$ cat src/pclru_pkg.sv
package pclru_pkg;

  // Default geometry of the directory
  localparam int PAGE_BYTES = 16384;
  localparam int SLOT_COUNT = 16;

  // Fixed field widths
  localparam int OFFSET_W   = 32;
  localparam int STORE_W    = 32;
  localparam int SLOT_OUT_W = 4;
  localparam int PAGE_OUT_W = 18;
  localparam int LEN_OUT_W  = 15;
  localparam int ADDR_OUT_W = 18;

  // Controller to datapath commands, one per phase
  typedef struct packed {
    logic take;
    logic check;
    logic scan;
    logic resolve;
    logic update;
    logic finish;
  } cmd_t;

  // Datapath to controller status
  typedef struct packed {
    logic oor;
    logic scan_done;
    logic upd_done;
    logic out_free;
  } sts_t;

endpackage

$ cat src/pclru_if.sv
interface pclru_in_if;
  logic                         valid;
  logic                         ready;
  logic [pclru_pkg::OFFSET_W-1:0] byte_offset;

  modport source (output valid, output byte_offset, input ready);
  modport sink (input valid, input byte_offset, output ready);
endinterface

interface pclru_out_if;
  logic                           valid;
  logic                           ready;
  logic                           out_of_range;
  logic                           hit;
  logic [pclru_pkg::SLOT_OUT_W-1:0] slot;
  logic [pclru_pkg::PAGE_OUT_W-1:0] fetch_page;
  logic [pclru_pkg::LEN_OUT_W-1:0]  fetch_length;
  logic [pclru_pkg::ADDR_OUT_W-1:0] data_address;

  modport source (
    output valid, output out_of_range, output hit, output slot,
    output fetch_page, output fetch_length, output data_address,
    input ready
  );
  modport sink (
    input valid, input out_of_range, input hit, input slot,
    input fetch_page, input fetch_length, input data_address,
    output ready
  );
endinterface

$ cat src/pclru_ctrl.sv
module pclru_ctrl (
  input  logic            clk,
  input  logic            rst_n,
  input  logic            in_valid,
  output logic            in_ready,
  input  pclru_pkg::sts_t sts,
  output pclru_pkg::cmd_t cmd
);

  typedef enum logic [2:0] {
    ST_IDLE,
    ST_CHECK,
    ST_SCAN,
    ST_RESOLVE,
    ST_UPDATE,
    ST_FINISH
  } state_t;

  state_t state_r;
  state_t state_nxt;

  // Take a new beat only between lookups
  assign in_ready = (state_r == ST_IDLE);

  // Decode phase commands
  always_comb begin
    cmd         = '0;
    cmd.take    = (state_r == ST_IDLE) && in_valid;
    cmd.check   = (state_r == ST_CHECK);
    cmd.scan    = (state_r == ST_SCAN);
    cmd.resolve = (state_r == ST_RESOLVE);
    cmd.update  = (state_r == ST_UPDATE);
    cmd.finish  = (state_r == ST_FINISH);
  end

  // Advance through the lookup phases
  always_comb begin
    state_nxt = state_r;
    unique case (state_r)
      ST_IDLE: begin
        if (in_valid) state_nxt = ST_CHECK;
      end
      ST_CHECK: begin
        state_nxt = sts.oor ? ST_FINISH : ST_SCAN;
      end
      ST_SCAN: begin
        if (sts.scan_done) state_nxt = ST_RESOLVE;
      end
      ST_RESOLVE: begin
        state_nxt = ST_UPDATE;
      end
      ST_UPDATE: begin
        if (sts.upd_done) state_nxt = ST_FINISH;
      end
      ST_FINISH: begin
        if (sts.out_free) state_nxt = ST_IDLE;
      end
      default: state_nxt = ST_IDLE;
    endcase
  end

  always_ff @(posedge clk) begin
    if (!rst_n) begin
      state_r <= ST_IDLE;
    end else begin
      state_r <= state_nxt;
    end
  end

endmodule

$ cat src/pclru_dp.sv
module pclru_dp #(
  parameter int PAGE_BYTES = pclru_pkg::PAGE_BYTES,
  parameter int SLOT_COUNT = pclru_pkg::SLOT_COUNT
) (
  input  logic                             clk,
  input  logic                             rst_n,
  input  pclru_pkg::cmd_t                  cmd,
  output pclru_pkg::sts_t                  sts,
  input  logic                             cfg_we,
  input  logic [pclru_pkg::STORE_W-1:0]    cfg_wdata,
  input  logic [pclru_pkg::OFFSET_W-1:0]   in_byte_offset,
  output logic                             out_valid,
  input  logic                             out_ready,
  output logic                             out_of_range,
  output logic                             out_hit,
  output logic [pclru_pkg::SLOT_OUT_W-1:0] out_slot,
  output logic [pclru_pkg::PAGE_OUT_W-1:0] out_fetch_page,
  output logic [pclru_pkg::LEN_OUT_W-1:0]  out_fetch_length,
  output logic [pclru_pkg::ADDR_OUT_W-1:0] out_data_address
);

  localparam int OFF_W      = pclru_pkg::OFFSET_W;
  localparam int ST_W       = pclru_pkg::STORE_W;
  localparam int SO_W       = pclru_pkg::SLOT_OUT_W;
  localparam int PO_W       = pclru_pkg::PAGE_OUT_W;
  localparam int LO_W       = pclru_pkg::LEN_OUT_W;
  localparam int AO_W       = pclru_pkg::ADDR_OUT_W;
  localparam int PAGE_SHIFT = $clog2(PAGE_BYTES);
  localparam int TAG_W      = OFF_W - PAGE_SHIFT;
  localparam int SLOT_W     = $clog2(SLOT_COUNT);
  localparam int CNT_W      = $clog2(SLOT_COUNT + 1);
  localparam logic [ST_W-1:0]  PAGE_LEN  = ST_W'(PAGE_BYTES);
  localparam logic [CNT_W-1:0] SLOT_FULL = CNT_W'(SLOT_COUNT);

  // Directory storage
  logic [TAG_W-1:0]  tag_mem  [SLOT_COUNT];
  logic [SLOT_W-1:0] rank_mem [SLOT_COUNT];

  logic [ST_W-1:0]   store_size_r;
  logic [OFF_W-1:0]  off_r;
  logic [TAG_W-1:0]  tag_q_r;
  logic [SLOT_W-1:0] rank_q_r;
  logic [CNT_W-1:0]  idx_r;
  logic              rd_vld_r;
  logic [SLOT_W-1:0] rd_idx_r;
  logic              found_r;
  logic [SLOT_W-1:0] match_slot_r;
  logic [SLOT_W-1:0] match_rank_r;
  logic [SLOT_W-1:0] vic_slot_r;
  logic [SLOT_W-1:0] worst_r;
  logic [CNT_W-1:0]  filled_r;
  logic              grow_r;
  logic [SLOT_W-1:0] s_r;
  logic [CNT_W-1:0]  old_r;

  logic              res_oor_r;
  logic              res_hit_r;
  logic [SO_W-1:0]   res_slot_r;
  logic [PO_W-1:0]   res_page_r;
  logic [LO_W-1:0]   res_len_r;
  logic [AO_W-1:0]   res_addr_r;

  logic              out_vld_r;
  logic              out_oor_r;
  logic              out_hit_r;
  logic [SO_W-1:0]   out_slot_r;
  logic [PO_W-1:0]   out_page_r;
  logic [LO_W-1:0]   out_len_r;
  logic [AO_W-1:0]   out_addr_r;

  logic [TAG_W-1:0]         page;
  logic [OFF_W-1:0]         base;
  logic [ST_W-1:0]          span;
  logic [ST_W-1:0]          len;
  logic                     oor;
  logic                     full;
  logic                     issue_scan;
  logic                     issue_upd;
  logic                     out_free;
  logic [SLOT_W-1:0]        s_nxt;
  logic [CNT_W-1:0]         old_nxt;
  logic [SLOT_W+PAGE_SHIFT-1:0] addr_full;
  logic                     rank_we;
  logic [SLOT_W-1:0]        rank_waddr;
  logic [SLOT_W-1:0]        rank_wdata;
  logic                     tag_we;

  // Split the offset into page and page base
  assign page = off_r[OFF_W-1:PAGE_SHIFT];
  assign base = {page, {PAGE_SHIFT{1'b0}}};
  assign oor  = (off_r >= store_size_r);
  assign full = (filled_r == SLOT_FULL);

  // Walk the filled slots one read per cycle
  assign issue_scan = cmd.scan && !found_r && (idx_r != filled_r);
  assign issue_upd  = cmd.update && (idx_r != filled_r);
  assign out_free   = !out_vld_r || out_ready;

  always_comb begin
    sts           = '0;
    sts.oor       = oor;
    sts.scan_done = !rd_vld_r && (found_r || (idx_r == filled_r));
    sts.upd_done  = !rd_vld_r && (idx_r == filled_r);
    sts.out_free  = out_free;
  end

  // Pick the slot and the rank it leaves
  always_comb begin
    if (found_r) begin
      s_nxt   = match_slot_r;
      old_nxt = CNT_W'(match_rank_r);
    end else if (!full) begin
      s_nxt   = filled_r[SLOT_W-1:0];
      old_nxt = SLOT_FULL;
    end else begin
      s_nxt   = vic_slot_r;
      old_nxt = CNT_W'(worst_r);
    end
  end

  // Clip the fetch at the end of the store
  assign span      = store_size_r - base;
  assign len       = (span > PAGE_LEN) ? PAGE_LEN : span;
  assign addr_full = {s_nxt, off_r[PAGE_SHIFT-1:0]};

  // Rank write: new slot gets 0; update zeroes used slot, ages younger
  always_comb begin
    rank_we    = 1'b0;
    rank_waddr = rd_idx_r;
    rank_wdata = '0;
    if (cmd.resolve && !found_r && !full) begin
      rank_we    = 1'b1;
      rank_waddr = s_nxt;
    end else if (cmd.update && rd_vld_r) begin
      rank_we    = 1'b1;
      if (rd_idx_r == s_r) begin
        rank_wdata = '0;
      end else if (CNT_W'(rank_q_r) < old_r) begin
        rank_wdata = rank_q_r + 1'b1;
      end else begin
        rank_wdata = rank_q_r;
      end
    end
  end

  assign tag_we = cmd.resolve && !found_r;

  // Tag memory
  always_ff @(posedge clk) begin
    if (tag_we) begin
      tag_mem[s_nxt] <= page;
    end
    if (issue_scan) begin
      tag_q_r <= tag_mem[idx_r[SLOT_W-1:0]];
    end
  end

  // Rank memory
  always_ff @(posedge clk) begin
    if (rank_we) begin
      rank_mem[rank_waddr] <= rank_wdata;
    end
    if (issue_scan || issue_upd) begin
      rank_q_r <= rank_mem[idx_r[SLOT_W-1:0]];
    end
  end

  // Control state
  always_ff @(posedge clk) begin
    if (!rst_n) begin
      store_size_r <= '0;
      filled_r     <= '0;
      idx_r        <= '0;
      rd_vld_r     <= 1'b0;
      found_r      <= 1'b0;
      grow_r       <= 1'b0;
      out_vld_r    <= 1'b0;
    end else begin
      if (cfg_we) begin
        store_size_r <= cfg_wdata;
      end
      rd_vld_r <= issue_scan || issue_upd;
      if (issue_scan || issue_upd) begin
        idx_r <= idx_r + 1'b1;
      end
      if (cmd.take) begin
        idx_r   <= '0;
        found_r <= 1'b0;
        grow_r  <= 1'b0;
      end
      if (cmd.scan && rd_vld_r && !found_r && (tag_q_r == page)) begin
        found_r <= 1'b1;
      end
      if (cmd.resolve) begin
        idx_r  <= '0;
        grow_r <= !found_r && !full;
      end
      // Hand the result over and drop it once taken
      if (out_ready) begin
        out_vld_r <= 1'b0;
      end
      if (cmd.finish && out_free) begin
        out_vld_r <= 1'b1;
        if (grow_r) begin
          filled_r <= filled_r + 1'b1;
        end
      end
    end
  end

  // Payload
  always_ff @(posedge clk) begin
    if (cmd.take) begin
      off_r      <= in_byte_offset;
      worst_r    <= '0;
      vic_slot_r <= '0;
    end
    if (issue_scan || issue_upd) begin
      rd_idx_r <= idx_r[SLOT_W-1:0];
    end
    // Compare the returned tag and track the oldest slot
    if (cmd.scan && rd_vld_r && !found_r) begin
      if (tag_q_r == page) begin
        match_slot_r <= rd_idx_r;
        match_rank_r <= rank_q_r;
      end
      if (rank_q_r > worst_r) begin
        worst_r    <= rank_q_r;
        vic_slot_r <= rd_idx_r;
      end
    end
    if (cmd.check) begin
      res_oor_r  <= oor;
      res_hit_r  <= 1'b0;
      res_slot_r <= '0;
      res_page_r <= '0;
      res_len_r  <= '0;
      res_addr_r <= '0;
    end
    if (cmd.resolve) begin
      s_r        <= s_nxt;
      old_r      <= old_nxt;
      res_hit_r  <= found_r;
      res_slot_r <= SO_W'(s_nxt);
      res_page_r <= found_r ? '0 : PO_W'(page);
      res_len_r  <= found_r ? '0 : LO_W'(len);
      res_addr_r <= AO_W'(addr_full);
    end
    if (cmd.finish && out_free) begin
      out_oor_r  <= res_oor_r;
      out_hit_r  <= res_hit_r;
      out_slot_r <= res_slot_r;
      out_page_r <= res_page_r;
      out_len_r  <= res_len_r;
      out_addr_r <= res_addr_r;
    end
  end

  assign out_valid        = out_vld_r;
  assign out_of_range     = out_oor_r;
  assign out_hit          = out_hit_r;
  assign out_slot         = out_slot_r;
  assign out_fetch_page   = out_page_r;
  assign out_fetch_length = out_len_r;
  assign out_data_address = out_addr_r;

endmodule

$ cat src/page_cache_lru_directory_top.sv
// For an out-of-range offset the result goes from the check phase through the finish phase
// to the output register; otherwise the lookup does one tag read per filled slot, until a match,
// then one rank read-modify-write per filled slot, plus any wait for the output register.
// One lookup is handled at a time; the next beat is taken the cycle after the result
// register loads, while that result may wait.
// Reset clears the store size, the fill count and the handshakes; tags and ranks are not.
module page_cache_lru_directory_top #(
  parameter int PAGE_BYTES = pclru_pkg::PAGE_BYTES,
  parameter int SLOT_COUNT = pclru_pkg::SLOT_COUNT
) (
  input  logic                          clk,
  input  logic                          rst_n,
  pclru_in_if.sink                      in_ch,
  pclru_out_if.source                   out_ch,
  input  logic                          cfg_we,
  input  logic [pclru_pkg::STORE_W-1:0] cfg_wdata
);

  pclru_pkg::cmd_t cmd;
  pclru_pkg::sts_t sts;

  // Sequence the lookup phases
  pclru_ctrl u_ctrl (
    .clk      (clk),
    .rst_n    (rst_n),
    .in_valid (in_ch.valid),
    .in_ready (in_ch.ready),
    .sts      (sts),
    .cmd      (cmd)
  );

  // Hold tags, ranks and the result register
  pclru_dp #(
    .PAGE_BYTES (PAGE_BYTES),
    .SLOT_COUNT (SLOT_COUNT)
  ) u_dp (
    .clk              (clk),
    .rst_n            (rst_n),
    .cmd              (cmd),
    .sts              (sts),
    .cfg_we           (cfg_we),
    .cfg_wdata        (cfg_wdata),
    .in_byte_offset   (in_ch.byte_offset),
    .out_valid        (out_ch.valid),
    .out_ready        (out_ch.ready),
    .out_of_range     (out_ch.out_of_range),
    .out_hit          (out_ch.hit),
    .out_slot         (out_ch.slot),
    .out_fetch_page   (out_ch.fetch_page),
    .out_fetch_length (out_ch.fetch_length),
    .out_data_address (out_ch.data_address)
  );

endmodule
$ cat src/flat_wrapper.sv
// flat-port wrapper written by rule: the top's interface ports become plain ports
module page_cache_lru_directory_top_flat 
#(
  parameter int PAGE_BYTES = pclru_pkg::PAGE_BYTES,
  parameter int SLOT_COUNT = pclru_pkg::SLOT_COUNT
)
  (clk, rst_n, cfg_we, cfg_wdata, in_ch_valid, in_ch_byte_offset, in_ch_ready, out_ch_valid, out_ch_out_of_range, out_ch_hit, out_ch_slot, out_ch_fetch_page, out_ch_fetch_length, out_ch_data_address, out_ch_ready);
  pclru_in_if in_ch_i ();
  pclru_out_if out_ch_i ();
  input  logic clk;
  input  logic rst_n;
  input  logic cfg_we;
  input  logic [pclru_pkg::STORE_W-1:0] cfg_wdata;
  input wire logic [$bits(in_ch_i.valid)-1:0] in_ch_valid;
  input wire logic [$bits(in_ch_i.byte_offset)-1:0] in_ch_byte_offset;
  output wire logic [$bits(in_ch_i.ready)-1:0] in_ch_ready;
  output wire logic [$bits(out_ch_i.valid)-1:0] out_ch_valid;
  output wire logic [$bits(out_ch_i.out_of_range)-1:0] out_ch_out_of_range;
  output wire logic [$bits(out_ch_i.hit)-1:0] out_ch_hit;
  output wire logic [$bits(out_ch_i.slot)-1:0] out_ch_slot;
  output wire logic [$bits(out_ch_i.fetch_page)-1:0] out_ch_fetch_page;
  output wire logic [$bits(out_ch_i.fetch_length)-1:0] out_ch_fetch_length;
  output wire logic [$bits(out_ch_i.data_address)-1:0] out_ch_data_address;
  input wire logic [$bits(out_ch_i.ready)-1:0] out_ch_ready;
  assign in_ch_i.valid = in_ch_valid;
  assign in_ch_i.byte_offset = in_ch_byte_offset;
  assign in_ch_ready = in_ch_i.ready;
  assign out_ch_valid = out_ch_i.valid;
  assign out_ch_out_of_range = out_ch_i.out_of_range;
  assign out_ch_hit = out_ch_i.hit;
  assign out_ch_slot = out_ch_i.slot;
  assign out_ch_fetch_page = out_ch_i.fetch_page;
  assign out_ch_fetch_length = out_ch_i.fetch_length;
  assign out_ch_data_address = out_ch_i.data_address;
  assign out_ch_i.ready = out_ch_ready;
  page_cache_lru_directory_top #(.PAGE_BYTES(PAGE_BYTES), .SLOT_COUNT(SLOT_COUNT)) u_core (.clk(clk), .rst_n(rst_n), .in_ch(in_ch_i), .out_ch(out_ch_i), .cfg_we(cfg_we), .cfg_wdata(cfg_wdata));
endmodule
$ cat config.mk
export PLATFORM = sky130hd
export DESIGN_NAME = page_cache_lru_directory_top_flat
export DESIGN_NICKNAME = d
export VERILOG_FILES = /design/src/pclru_pkg.sv /design/src/pclru_if.sv /design/src/pclru_ctrl.sv /design/src/pclru_dp.sv /design/src/page_cache_lru_directory_top.sv /design/src/flat_wrapper.sv
export SDC_FILE = /design/constraint.sdc
export NUM_CORES = 1
export LEC_CHECK = 0
export BUFFER_PORTS_ARGS = -buffer_cell sky130_fd_sc_hd__buf_2
export CAP_MARGIN = 40
export CORE_ASPECT_RATIO = 1.4
export CORE_MARGIN = 3
export CORE_UTILIZATION = 30
export CTS_CLUSTER_DIAMETER = 100
export DETAILED_ROUTE_END_ITERATION = 10
export SYNTH_ARGS = -nofsm -noshare
export SYNTH_HDL_FRONTEND = slang
export SYNTH_SLANG_ARGS = --single-unit
$ cat constraint.sdc
create_clock -name clk -period 4.1 [get_ports clk]
set_input_delay 0.41 -clock clk [delete_from_list [all_inputs] [get_ports clk]]
set_output_delay 0.41 -clock clk [all_outputs]
set_load 0.02 [all_outputs]
* Word level (Yosys, flattened, before mapping) *
Memories as Yosys holds them, arrays and structs flattened. A register that Yosys moved wholly into a read port is not among the register bits.
Cells that the tools add are included.

word-level totals
  memories = 2
  register bits after elaboration = 224
  memory bits (writable) = 352
  logic and storage cells = 128
  output and inout port bits = 59

operators by class
  multiplexer cells = 44
  bitwise operators = 1
  reductions and logical operators = 30
  magnitude comparators = 4
  add/subtract/negate cells = 4
  equal/unequal tests = 14

memories
  name                  depth  bits a word  rd ports  clocked after Yosys merged registers in  write ports  RTL line        text
  u_core.u_dp.tag_mem   16     18           1         1                                        1            pclru_dp.sv:36  logic [TAG_W-1:0] tag_mem [SLOT_COUNT];
  u_core.u_dp.rank_mem  16     4            1         1                                        1            pclru_dp.sv:37  logic [SLOT_W-1:0] rank_mem [SLOT_COUNT];

operators with widths
  operator                                                          count
  two-way mux 18 bit                                                4
  two-way mux 4 bit                                                 16
  two-way mux 15 bit                                                4
  greater-or-equal comparator 32 bit                                1
  greater-than comparator 32 x 15 -> 1 bit (second input constant)  1
  subtractor 32 bit                                                 1
  equality test 18 bit                                              1
  case mux 3 bit (6 select lines)                                   1
  two-way mux 3 bit                                                 5
  logical AND 1 bit                                                 14
  two-way mux 1 bit                                                 13
  adder 5 x 1 -> 5 bit (second input constant)                      2
  nonzero test 2 bit                                                4
  equality test 3 x 2 -> 1 bit (second input constant)              2
  equality test 3 bit (second input constant)                       2
  != test 2 x 1 -> 1 bit (second input constant)                    3
  equality test 5 bit                                               1
  equality test 5 bit (second input constant)                       1
  less-than comparator 4 x 5 -> 1 bit                               1
  two-way mux 5 bit                                                 1
  != test 5 bit                                                     1
  adder 4 x 1 -> 4 bit (second input constant)                      1
  equality test 4 bit                                               1
  greater-than comparator 4 bit                                     1
  9 further kinds                                                   15

* Logic depth before layout (Yosys ltp) *
Gate-level depths: netlist of run 1.

  word-level depth = 6
  depth in mapped cells = 13

* By module *
A second synthesis of run 1 with hierarchy kept.

unflattened totals
  cells, all modules = 1,401
  area total of the unflattened synthesis = 24,163.2 um^2

modules (own cells, without submodules)
  module      seq. area each (um^2)  area each (um^2)  cells each  times used
  pclru_dp    17,086.4               23,934.2          1,372       1
  pclru_ctrl  60.1                   229.0             29          1

* Least setup slack after synthesis of run 1 *
No wires, ideal clock.

  path kind = register to register
  start = register u_core.u_ctrl.state_r[0]
  end = register u_core.u_dp.out_addr_r[0], in the netlist u_core.u_dp.out_data_address[0], enable pin
  arrival = 2.970 ns
  required time = 3.636 ns
  cell stages (with the launch flop) = 4
  path buffers = 1
  slack = 0.666 ns
  period minus slack after synthesis = 3.434 ns
  path through = dfxtp_1 clkbuf_1 nand2_1 nor2_1

on the way
  longest elaborated chain between the ends = 2

RTL lines
  what                      RTL line          text
  start: declaration        pclru_ctrl.sv:19  state_t state_r;
  start signal: assignment  pclru_ctrl.sv:66  state_r <= state_nxt;
  equality test 3 bit       pclru_ctrl.sv:33  cmd.finish = (state_r == ST_FINISH);
  logical AND 1 bit         pclru_dp.sv:249   if (cmd.finish && out_free) begin
  end signal: assignment    pclru_dp.sv:255   out_addr_r <= res_addr_r;
  end: declaration          pclru_dp.sv:69    logic [AO_W-1:0] out_addr_r;

Every way passes these cells.
A chain may end at the register's enable or synchronous reset.

* Worst setup path in the final report of run 1 *
  start = register u_core.u_dp.off_r[22]
  end = register u_core.u_dp.res_len_r[14] (data pin)

on the way
  longest elaborated chain between the ends = 5

RTL lines
  what                                      RTL line         text
  start: declaration                        pclru_dp.sv:40   logic [OFF_W-1:0] off_r;
  start signal: assignment                  pclru_dp.sv:214  off_r <= in_byte_offset;
  subtractor 32 bit                         pclru_dp.sv:122  assign span = store_size_r - base;
  greater-than comparator 32 x 15 -> 1 bit  pclru_dp.sv:123  assign len = (span > PAGE_LEN) ? PAGE_LEN : span;
  two-way mux 15 bit                        pclru_dp.sv:123
  two-way mux 15 bit                        pclru_dp.sv:246  res_len_r <= found_r ? '0 : LO_W'(len);
  two-way mux 15 bit                        pclru_dp.sv:240  if (cmd.resolve) begin
  end signal: assignment                    pclru_dp.sv:246
  end: declaration                          pclru_dp.sv:60   logic [LO_W-1:0] res_len_r;

Every way passes these cells.

==> results.cfg, run 1 <==
[outcome]
status = finished clean

[pwr]
peakVddDrop_mv = 0.333
powerDensity_nw_per_um2 = 501
p_leak_nw = 9.30

[floorplanning]
die_w_microns = 246
start_util_pct = 30.4
placementRows = 122
ioPinCount = 128
die_area_sq_um = 84000
core-area_sq_um = 79400
die_y_microns = 342

[global_routing]
grt_pass1_wl_microns = 86800
antenna_found_initial = 3
grt_use_total_pct = 13.7
overflow = 0
grt_pass1_vias = 13700
grt_max_degree = 70

[sta]
slew_headroom_pct = 38.3
finalCriticalPeriod_ns = 3.41
maxSlewViolCount = 0
finalSetupViolCount = 0
hold_violations = 0
worst-slew-pin-transition_ns = 0.922
fin_setup_tns_ns = 0
skew_ns = 0.0192
max_freq_ghz = 0.294
rsz0062_at_grt = false
finalCritPeriodShare_pct = 83.1

[route]
drc = 0
vias_per_cell = 4.82
drtAntennaViolNets = 0
wirelength_microns = 58100
wire_per_inst_microns = 21.4
via_count = 13100
dr.pass1.iters = 5
first_iter_violations = 988

[synthesis]
yosys.area_share.simple_pct = 6.10
synth_warnings = 0
yosys.area.top_type_share_pct = 66.3
synth_edf_count = 533
ys_types = 75
synth-seq-area-share_pct = 71.0
synth_fa_ha_area_share_pct = 3.19
syn_nets = 1546
synthArstFlopShare_pct = 0
synth-seq-cells = 590
synthFlopType = edfxtp_1
synth.area.top_cells = edfxtp_1, mux4_2, dfxtp_1
avgSynthCellArea_sq_um = 17.1
synth_compound_area_share_pct = 3.84
synthesis.instances = 1416
yosys.area.top_type = edfxtp_1
synth_top_family_by_area = multiplexers
synth_xor_area_share_pct = 1.56
synthesis.area_sq_um = 24200
synthMuxAreaShare_pct = 12.0

[worst_setup_path]
path_max_fanout = 19
endpoint_kind = flip-flop
worstSetupPathType = flip-flop to flip-flop
startpoint_type = flip-flop
worst_ep_arrival_time_ns = 3.76
cp.required_ns = 4.45

[flow_run]
maxCapViolations = 0

[placed_design]
gp_congestion = 0.814
place_area_sq_um = 26400
numPortBuffers = 127
dp_hpwl_microns = 39000

[layout]
area_growth_pct = 17.0
fin_nets = 1740
final_cell_area_sq_um = 28300
final_common_cell = edfxtp_1
layout-drive-gt1-share_pct = 25.5
fillCellCount = 7489
final_cell_mix = edfxtp_1, buf_2, mux4_2

[clocking]
clkSlewWorstSetupHoldPaths_ns = 0.07
cts_buffers = 51
clock_latency_ns = 0.60
htree_levels = 2
cts_resized = 0
hold_buffers = 20
clockRootBuffer = clkbuf_16
cts_sinks = 590
cts_setup_buffers = 0
cts_tree = built
clock_path_buffers = 3

[worst_hold_path]
hold_class = input port to flip-flop
## cells in the mapped netlist (3+ instances only)
| master | instances |
|---|---|
| inv_1 | 73 |
| nor4_1 | 7 |
| nand3_1 | 6 |
| o21ai_0 | 22 |
| o31ai_1 | 4 |
| buf_2 | 9 |
| o211ai_1 | 4 |
| a31oi_1 | 4 |
| o2111ai_1 | 3 |
| clkbuf_1 | 38 |
| nor3_2 | 10 |
| ha_1 | 60 |
| a21o_1 | 19 |
| nand2b_1 | 9 |
| buf_1 | 13 |
| nor2_1 | 110 |
| or3_1 | 3 |
| nand2_1 | 57 |
| edfxtp_1 | 533 |
| and3_1 | 19 |
| nor2b_1 | 11 |
| dfxtp_1 | 57 |
| mux2i_1 | 40 |
| nand4_1 | 17 |
| xnor2_1 | 30 |
| mux4_2 | 110 |
| xor2_1 | 13 |
| a211oi_1 | 4 |
| buf_4 | 5 |
| o21a_1 | 10 |
| nor3_1 | 31 |
| and2_1 | 5 |
| a21oi_1 | 28 |
## critical path, cell delays in order, from the launching register on
cell and delay, ns:
edfxtp_1 0.66, ha_1 0.53, and3_1 0.23, nand3_1 0.11
a21o_1 0.21, a2111oi_2 0.35, a41o_1 0.15, o211ai_1 0.08
or3_1 0.41, buf_4 0.22, o21a_1 0.20
## cells by family after synthesis
logic type | count (synthesis)
buf+inv | 140
simple gates | 299
fa+ha+maj | 61
compound gates | 131
xor+xnor | 43
flops | 590
mux | 152
## sequential cells by signal (all words and copies together), names as in the netlist, 5 cells and up
signal                        cells
u_core.u_dp.filled_r              5
u_core.u_dp.res_addr_r           17
u_core.u_dp.out_fetch_page       18
u_core.u_dp.rank_mem             64
u_core.u_dp.res_page_r           18
u_core.u_dp.tag_mem             288
u_core.u_dp.res_len_r            15
u_core.u_dp.tag_q_r              18
u_core.u_dp.off_r                32
u_core.u_dp.out_data_address     14
u_core.u_dp.out_fetch_length     15
u_core.u_dp.store_size_r         32
u_core.u_dp.old_r                 5
u_core.u_dp.idx_r                 5
## area by class of cell
cell class	instances	area [sq um]	share of cell area, %
clock inverters	35	309	1.09
multi-input cells	686	6520	23.1
well taps	1054	1320	4.67
clock buffers	61	1360	4.80
repair buffers	207	1320	4.68
flip-flops and latches	590	17200	60.7
inverters	74	278	0.983
diodes	2	5.00	0.0177
## power by group
part           switching [W]  total [W]  internal [W]  leakage [nW]
sequential          0.000239    0.00753       0.00729          5.20
combinational        0.00122    0.00180      0.000580          3.30
clock                0.00220    0.00483       0.00264         0.798
total                0.00365     0.0142        0.0105          9.30
## final timing paths
kind	start	endpoint	slack (ns)	depth (start not counted)
worst max-delay path	u_core.u_dp.off_r[22]$_DFFE_PP_	u_core.u_dp.res_len_r[14]$_SDFFCE_PN0P_	0.69	10
worst max register to register	u_core.u_dp.off_r[22]$_DFFE_PP_	u_core.u_dp.res_len_r[14]$_SDFFCE_PN0P_	0.69	10
worst min-delay path	in_ch_byte_offset[18]	u_core.u_dp.off_r[18]$_DFFE_PP_	0.03	1
worst min register to register	u_core.u_dp.res_len_r[0]$_SDFFCE_PP0P_	u_core.u_dp.out_fetch_length[0]$_DFFE_PP_	0.42	0
## layer usage
layer	GRT usage, %	wire length, microns	part of all wire (%)
met5	0	0	0
met2	25.2	30800	53
met1	15.9	22100	38
met3	1.72	2560	4.4
met4	6.40	2630	4.5
## through the flow
stage	instances	hold WS, ns	setup WS [ns]	total power (W)	utilization, %
after floorplan	1416	0.400	0.666	0.00869	-
after global placement	2585	0.401	0.760	0.00940	33.2
after detailed placement	2591	0.405	0.691	0.00946	33.3
after CTS	2707	0.00318	0.687	0.0143	35.6
after global routing	2707	0.00533	0.439	0.0147	35.6
final	2709	0.0278	0.693	0.0142	35.6
(Power assumes the default switching activity.)
==> run 2, diff against run 1 <==
==> constraint.sdc (replaced) <==
create_clock -name clk -period 3.1 [get_ports clk]
set_input_delay 0.31 -clock clk [delete_from_list [all_inputs] [get_ports clk]]
set_output_delay 0.31 -clock clk [all_outputs]
set_load 0.02 [all_outputs]
==> results.cfg, run 2 (synthesis gave the netlist of run 1 again) <==
[layout]
antenna_cells = 0
fin_nets = 1843
fin_cells = 2810
area_growth_pct = 22.6
largest_register_ffs = 288
layout-drive-gt1-share_pct = 28.6
top_register = u_core.u_dp.tag_mem
final_common_cell = edfxtp_1
final_util_pct = 37.3
final_cell_mix = edfxtp_1, buf_2, mux4_2
top_regs = u_core.u_dp.tag_mem: 288 flops, u_core.u_dp.rank_mem: 64 flops

[worst_setup_path]
cp.required_ns = 3.54
path_max_fanout = 7
endpoint_kind = flip-flop
worstSetupPathType = flip-flop to flip-flop
startpoint_type = flip-flop
worst_ep_arrival_time_ns = 3.50

[route]
vias_per_cell = 4.73
drc = 0
wire_per_inst_microns = 20.5
via_count = 13300
dr.pass1.iters = 5
first_iter_violations = 957
wirelength_microns = 57700
drtAntennaViolNets = 0

[pwr]
combPwrFrac_pct = 14.3
clkPwrFrac_pct = 35.0
powerDensity_nw_per_um2 = 657
switchingPower_w = 0.00492
p_leak_nw = 9.93
total_power_w = 0.0195
peakVddDrop_mv = 0.449
internal_power_w = 0.0145
swShare_pct = 25.3
seq_power_share_pct = 50.7

[sta]
finalCriticalPeriod_ns = 3.07
finalSetupViolCount = 0
maxSlewViolCount = 0
finalCritPeriodShare_pct = 98.9
rsz0062_at_grt = true
hold_violations = 0
skew_ns = 0.0197
slew_headroom_pct = 43.5
max_freq_ghz = 0.326
whs_ns = 0.0350
worst-slew-pin-transition_ns = 0.847

[floorplanning]
die_y_microns = 342
ioPinCount = 128
core-area_sq_um = 79400
start_util_pct = 30.4
die_w_microns = 246
die_area_sq_um = 84000
placementRows = 122

[worst_hold_path]
hold_class = input port to flip-flop

[clocking]
clock_path_buffers = 3
htree_levels = 2
cts_tree = built
clockRootBuffer = clkbuf_16
cts_buffers = 53
clkSlewWorstSetupHoldPaths_ns = 0.07
cts_sinks = 590
clock_latency_ns = 0.60

[outcome]
status = finished clean

[global_routing]
grt_pass1_wl_microns = 85900
grt_pass1_vias = 14200
overflow = 0
antenna_found_initial = 1
grt_use_total_pct = 13.5
grt_max_degree = 73

[placed_design]
dp_hpwl_microns = 38100
dp.cells = 2643
gp_congestion = 0.879
numPortBuffers = 127

[flow_run]
maxCapViolations = 0
run 2: cell count changes in the layout (fill, tap and decap cells not counted), sizes merged:
cell,delta
buf,+58
dlygate4sd3,+42
bufinv,+4
clkinvlp,-4
clkbuf,+3
diode,-2
run 2: metal layers:
| metal | global-route usage [%] | up-vias | wire length [microns] |
|---|---|---|---|
| li1 | - | 6081 | - |
| met3 | 1.57 | 114 | 1990 |
| met1 | 14.9 | 6771 | 21900 |
| met4 | 6.04 | 0 | 2370 |
| met2 | 25.8 | 325 | 31400 |
| met5 | 0 | - | 0 |
run 2: per-stage QoR:
step | area (sq um) | worst slack [ns] | TNS [ns]
after floorplan | 24200 | 0.00918 | 0
after global placement | 26900 | -0.116 | -1.35
after detailed placement | 27000 | -0.305 | -3.78
after CTS | 29400 | 0.000907 | 0
after global routing | 29600 | -0.114 | -1.02
final | 29600 | 0.0346 | 0
run 2: critical path, stage by stage, from the launching register on:
cell       delay (ns)
edfxtp_1         0.47
ha_4             0.33
buf_6            0.11
nand4_1          0.16
o221ai_4         0.34
a31o_4           0.22
nand4_1          0.09
a221oi_2         0.27
o211ai_1         0.13
or3_4            0.44
clkbuf_16        0.19
nor3_2           0.15
run 2: final timing paths:
| kind | endpoint | from | cells after the start | slack [ns] |
|---|---|---|---|---|
| max | u_core.u_dp.res_len_r[0]$_SDFFCE_PP0P_ | u_core.u_dp.off_r[17]$_DFFE_PP_ | 11 | 0.03 |
| min | u_core.u_dp.store_size_r[23]$_SDFFE_PN0P_ | cfg_wdata[23] | 3 | 0.04 |
| max reg2reg | u_core.u_dp.res_len_r[0]$_SDFFCE_PP0P_ | u_core.u_dp.off_r[17]$_DFFE_PP_ | 11 | 0.03 |
| min reg2reg | u_core.u_dp.out_data_address[10]$_DFFE_PP_ | u_core.u_dp.res_addr_r[10]$_SDFFCE_PP0P_ | 0 | 0.42 |
run 2: final cells by class:
type                            count  area (sq um)
Fill cell                        7391         49800
Sequential cell                   590         17200
Multi-Input combinational cell    686          6660
Timing Repair Buffer              308          2400
Clock buffer                       63          1390
Tap cell                         1054          1320
Clock inverter                     35           414
Inverter                           74           278
run 2: power groups by stage:
stage | Combinational, W | Clock (W) | Sequential [W]
after floorplan | 0.00125 | 0 | 0.0102
after global placement | 0.00255 | 0 | 0.0100
after detailed placement | 0.00262 | 0 | 0.0100
after CTS | 0.00270 | 0.00699 | 0.00987
after global routing | 0.00303 | 0.00727 | 0.00992
final | 0.00279 | 0.00680 | 0.00987
run 2: timing repair:
action | 4_1_cts | 5_1_grt
hold buffers | 62 | 0
setup endpoints to repair | 15 | 16
buffers inserted | 0 | 6
gates cloned | 0 | 1
pin swaps | 4 | 8
endpoints found under the hold margin | 62 | 0
resized for setup | 6 | 21
==> run 3, diff against run 2 <==
--- a/config.mk
+++ b/config.mk
@@ -6,7 +6,7 @@
 export NUM_CORES = 1
 export LEC_CHECK = 0
 export BUFFER_PORTS_ARGS = -buffer_cell sky130_fd_sc_hd__buf_2
-export CAP_MARGIN = 40
+export CAP_MARGIN = 5
 export CORE_ASPECT_RATIO = 1.4
 export CORE_MARGIN = 3
 export CORE_UTILIZATION = 30
==> constraint.sdc (replaced) <==
create_clock -name clk -period 3.3 [get_ports clk]
set_input_delay 0.33 -clock clk [delete_from_list [all_inputs] [get_ports clk]]
set_output_delay 0.33 -clock clk [all_outputs]
set_load 0.02 [all_outputs]
==> results.cfg, run 3 (synthesis gave the netlist of run 1 again) <==
[global_routing]
grt_max_degree = 76
overflow = 0
grt_pass1_vias = 13900
grt_pass1_wl_microns = 87600
grt_use_total_pct = 13.8
antenna_found_initial = 2

[layout]
fin_cells = 2761
final_util_pct = 36.3
top_regs = u_core.u_dp.tag_mem: 288 flops, u_core.u_dp.rank_mem: 64 flops
fin_nets = 1793
largest_register_ffs = 288
final_common_cell = edfxtp_1
top_register = u_core.u_dp.tag_mem
final_cell_mix = edfxtp_1, buf_2, mux4_2
area_growth_pct = 19.4
layout-drive-gt1-share_pct = 26.0

[pwr]
peakVddDrop_mv = 0.422
swShare_pct = 25.8
combPwrFrac_pct = 13.9
switchingPower_w = 0.00458
powerDensity_nw_per_um2 = 616
seq_power_share_pct = 52.2
clkPwrFrac_pct = 33.9
p_leak_nw = 9.56
internal_power_w = 0.0132

[worst_setup_path]
path_max_fanout = 14
endpoint_kind = flip-flop
worstSetupPathType = flip-flop to flip-flop
startpoint_type = flip-flop
worst_ep_arrival_time_ns = 3.52
worstPathCellList = ha_4 > buf_4 > nand4_1 > o221ai_4 > a31oi_4 > a2111oi_2 > a41o_1 > o211ai_1 > or3_4 > buf_12 > nor3_1
cp_num_buf_inv = 2
cp.required_ns = 3.73
cp_top_family = compound AO/OA/AOI/OAI gates
critPathMaxStageDelay_ns = 0.47
critPathSlowestCell = edfxtp_1

[floorplanning]
die_y_microns = 342
start_util_pct = 30.4
core-area_sq_um = 79400
placementRows = 122
die_w_microns = 246
ioPinCount = 128
die_area_sq_um = 84000

[placed_design]
gp_congestion = 0.832
numPortBuffers = 127
dp_hpwl_microns = 38300
dp.cells = 2607

[flow_run]
maxCapViolations = 0

[route]
dr.pass1.iters = 5
first_iter_violations = 925
vias_per_cell = 4.76
via_count = 13100
drc = 0
drtAntennaViolNets = 0
wirelength_microns = 58600
wire_per_inst_microns = 21.2

[sta]
finalCritPeriodShare_pct = 93.8
fin_setup_tns_ns = 0
max_freq_ghz = 0.323
finalSetupViolCount = 0
hold_violations = 0
slew_headroom_pct = 22.9
maxSlewViolCount = 0
worst-slew-pin-transition_ns = 1.16
skew_ns = 0.0217
rsz0062_at_grt = false
finalCriticalPeriod_ns = 3.10

[worst_hold_path]
hold_class = input port to flip-flop

[clocking]
cts_sinks = 590
clkSlewWorstSetupHoldPaths_ns = 0.07
cts_buffers = 51
cts_tree = built
htree_levels = 2
clock_latency_ns = 0.60
clock_path_buffers = 3
clockRootBuffer = clkbuf_16
cts_setup_buffers = 0

[outcome]
status = finished clean
run 3: cell count changes in the layout (fill, tap and decap cells not counted), sizes merged, moves of 3 or more:
cell	before	now
dlygate4sd3	62	57
bufinv	8	5
clkinv	21	26
inv	78	75
buf	245	203
clkbuf	64	60
run 3: final timing paths:
| kind | startpoint | endpoint | slack (ns) | depth (start not counted) |
|---|---|---|---|---|
| max | u_core.u_dp.off_r[17]$_DFFE_PP_ | u_core.u_dp.res_len_r[2]$_SDFFCE_PP0P_ | 0.20 | 11 |
| min | cfg_wdata[30] | u_core.u_dp.store_size_r[30]$_SDFFE_PN0P_ | 0.03 | 3 |
| max reg2reg | u_core.u_dp.off_r[17]$_DFFE_PP_ | u_core.u_dp.res_len_r[2]$_SDFFCE_PP0P_ | 0.20 | 11 |
| min reg2reg | u_core.u_dp.res_len_r[2]$_SDFFCE_PP0P_ | u_core.u_dp.out_fetch_length[2]$_DFFE_PP_ | 0.42 | 0 |
run 3: through the flow:
stage / hold WS (ns) / total power (W) / worst slack [ns] / area (sq um)
5_1_grt: 0.0182 / 0.0185 / 0.00837 / 28800
3_5_place_dp: 0.405 / 0.0118 / 0.144 / 26500
2_1_floorplan: 0.400 / 0.0108 / 0.185 / 24200
3_3_place_gp: 0.400 / 0.0118 / 0.183 / 26500
6_report: 0.0319 / 0.0178 / 0.203 / 28800
4_1_cts: 0.00200 / 0.0179 / 0.0950 / 28800
run 3: layout make-up:
class | count | area [sq um]
tap | 1054 | 1320
timing repair buffer | 260 | 1830
antenna | 2 | 5.00
fill | 7411 | 50500
multi-input combinational | 686 | 6570
clock buffer | 60 | 1320
sequential | 590 | 17200
inverter | 74 | 278
clock inverter | 35 | 358
run 3: what timing repair did:
action                                  4_1_cts  5_1_grt
resized for setup                             0        9
hold endpoints to repair                     57        0
hold buffers                                 57        0
endpoints found under the setup margin        0       15
run 3: metal layers:
layer,part of all wire [%],routed length (microns),GRT usage [%]
met1,37,21900,15.4
met2,55,32400,26.7
met3,3.6,2120,1.58
met4,3.7,2150,5.24
met5,0,0,0
run 3: power by group through the flow:
stage | clock network (W) | registers [W] | logic, W
2_1_floorplan | 0 | 0.00963 | 0.00117
3_3_place_gp | 0 | 0.00941 | 0.00236
3_5_place_dp | 0 | 0.00943 | 0.00241
4_1_cts | 0.00620 | 0.00927 | 0.00247
5_1_grt | 0.00646 | 0.00931 | 0.00269
6_report | 0.00602 | 0.00926 | 0.00247
run 3: worst min-delay path, delay by kind of cell:
family | cells | cell delay [ns]
and+or+nand+nor | 1 | 0.07
muxes | 1 | 0.07
buffers and inverters | 1 | 0.11
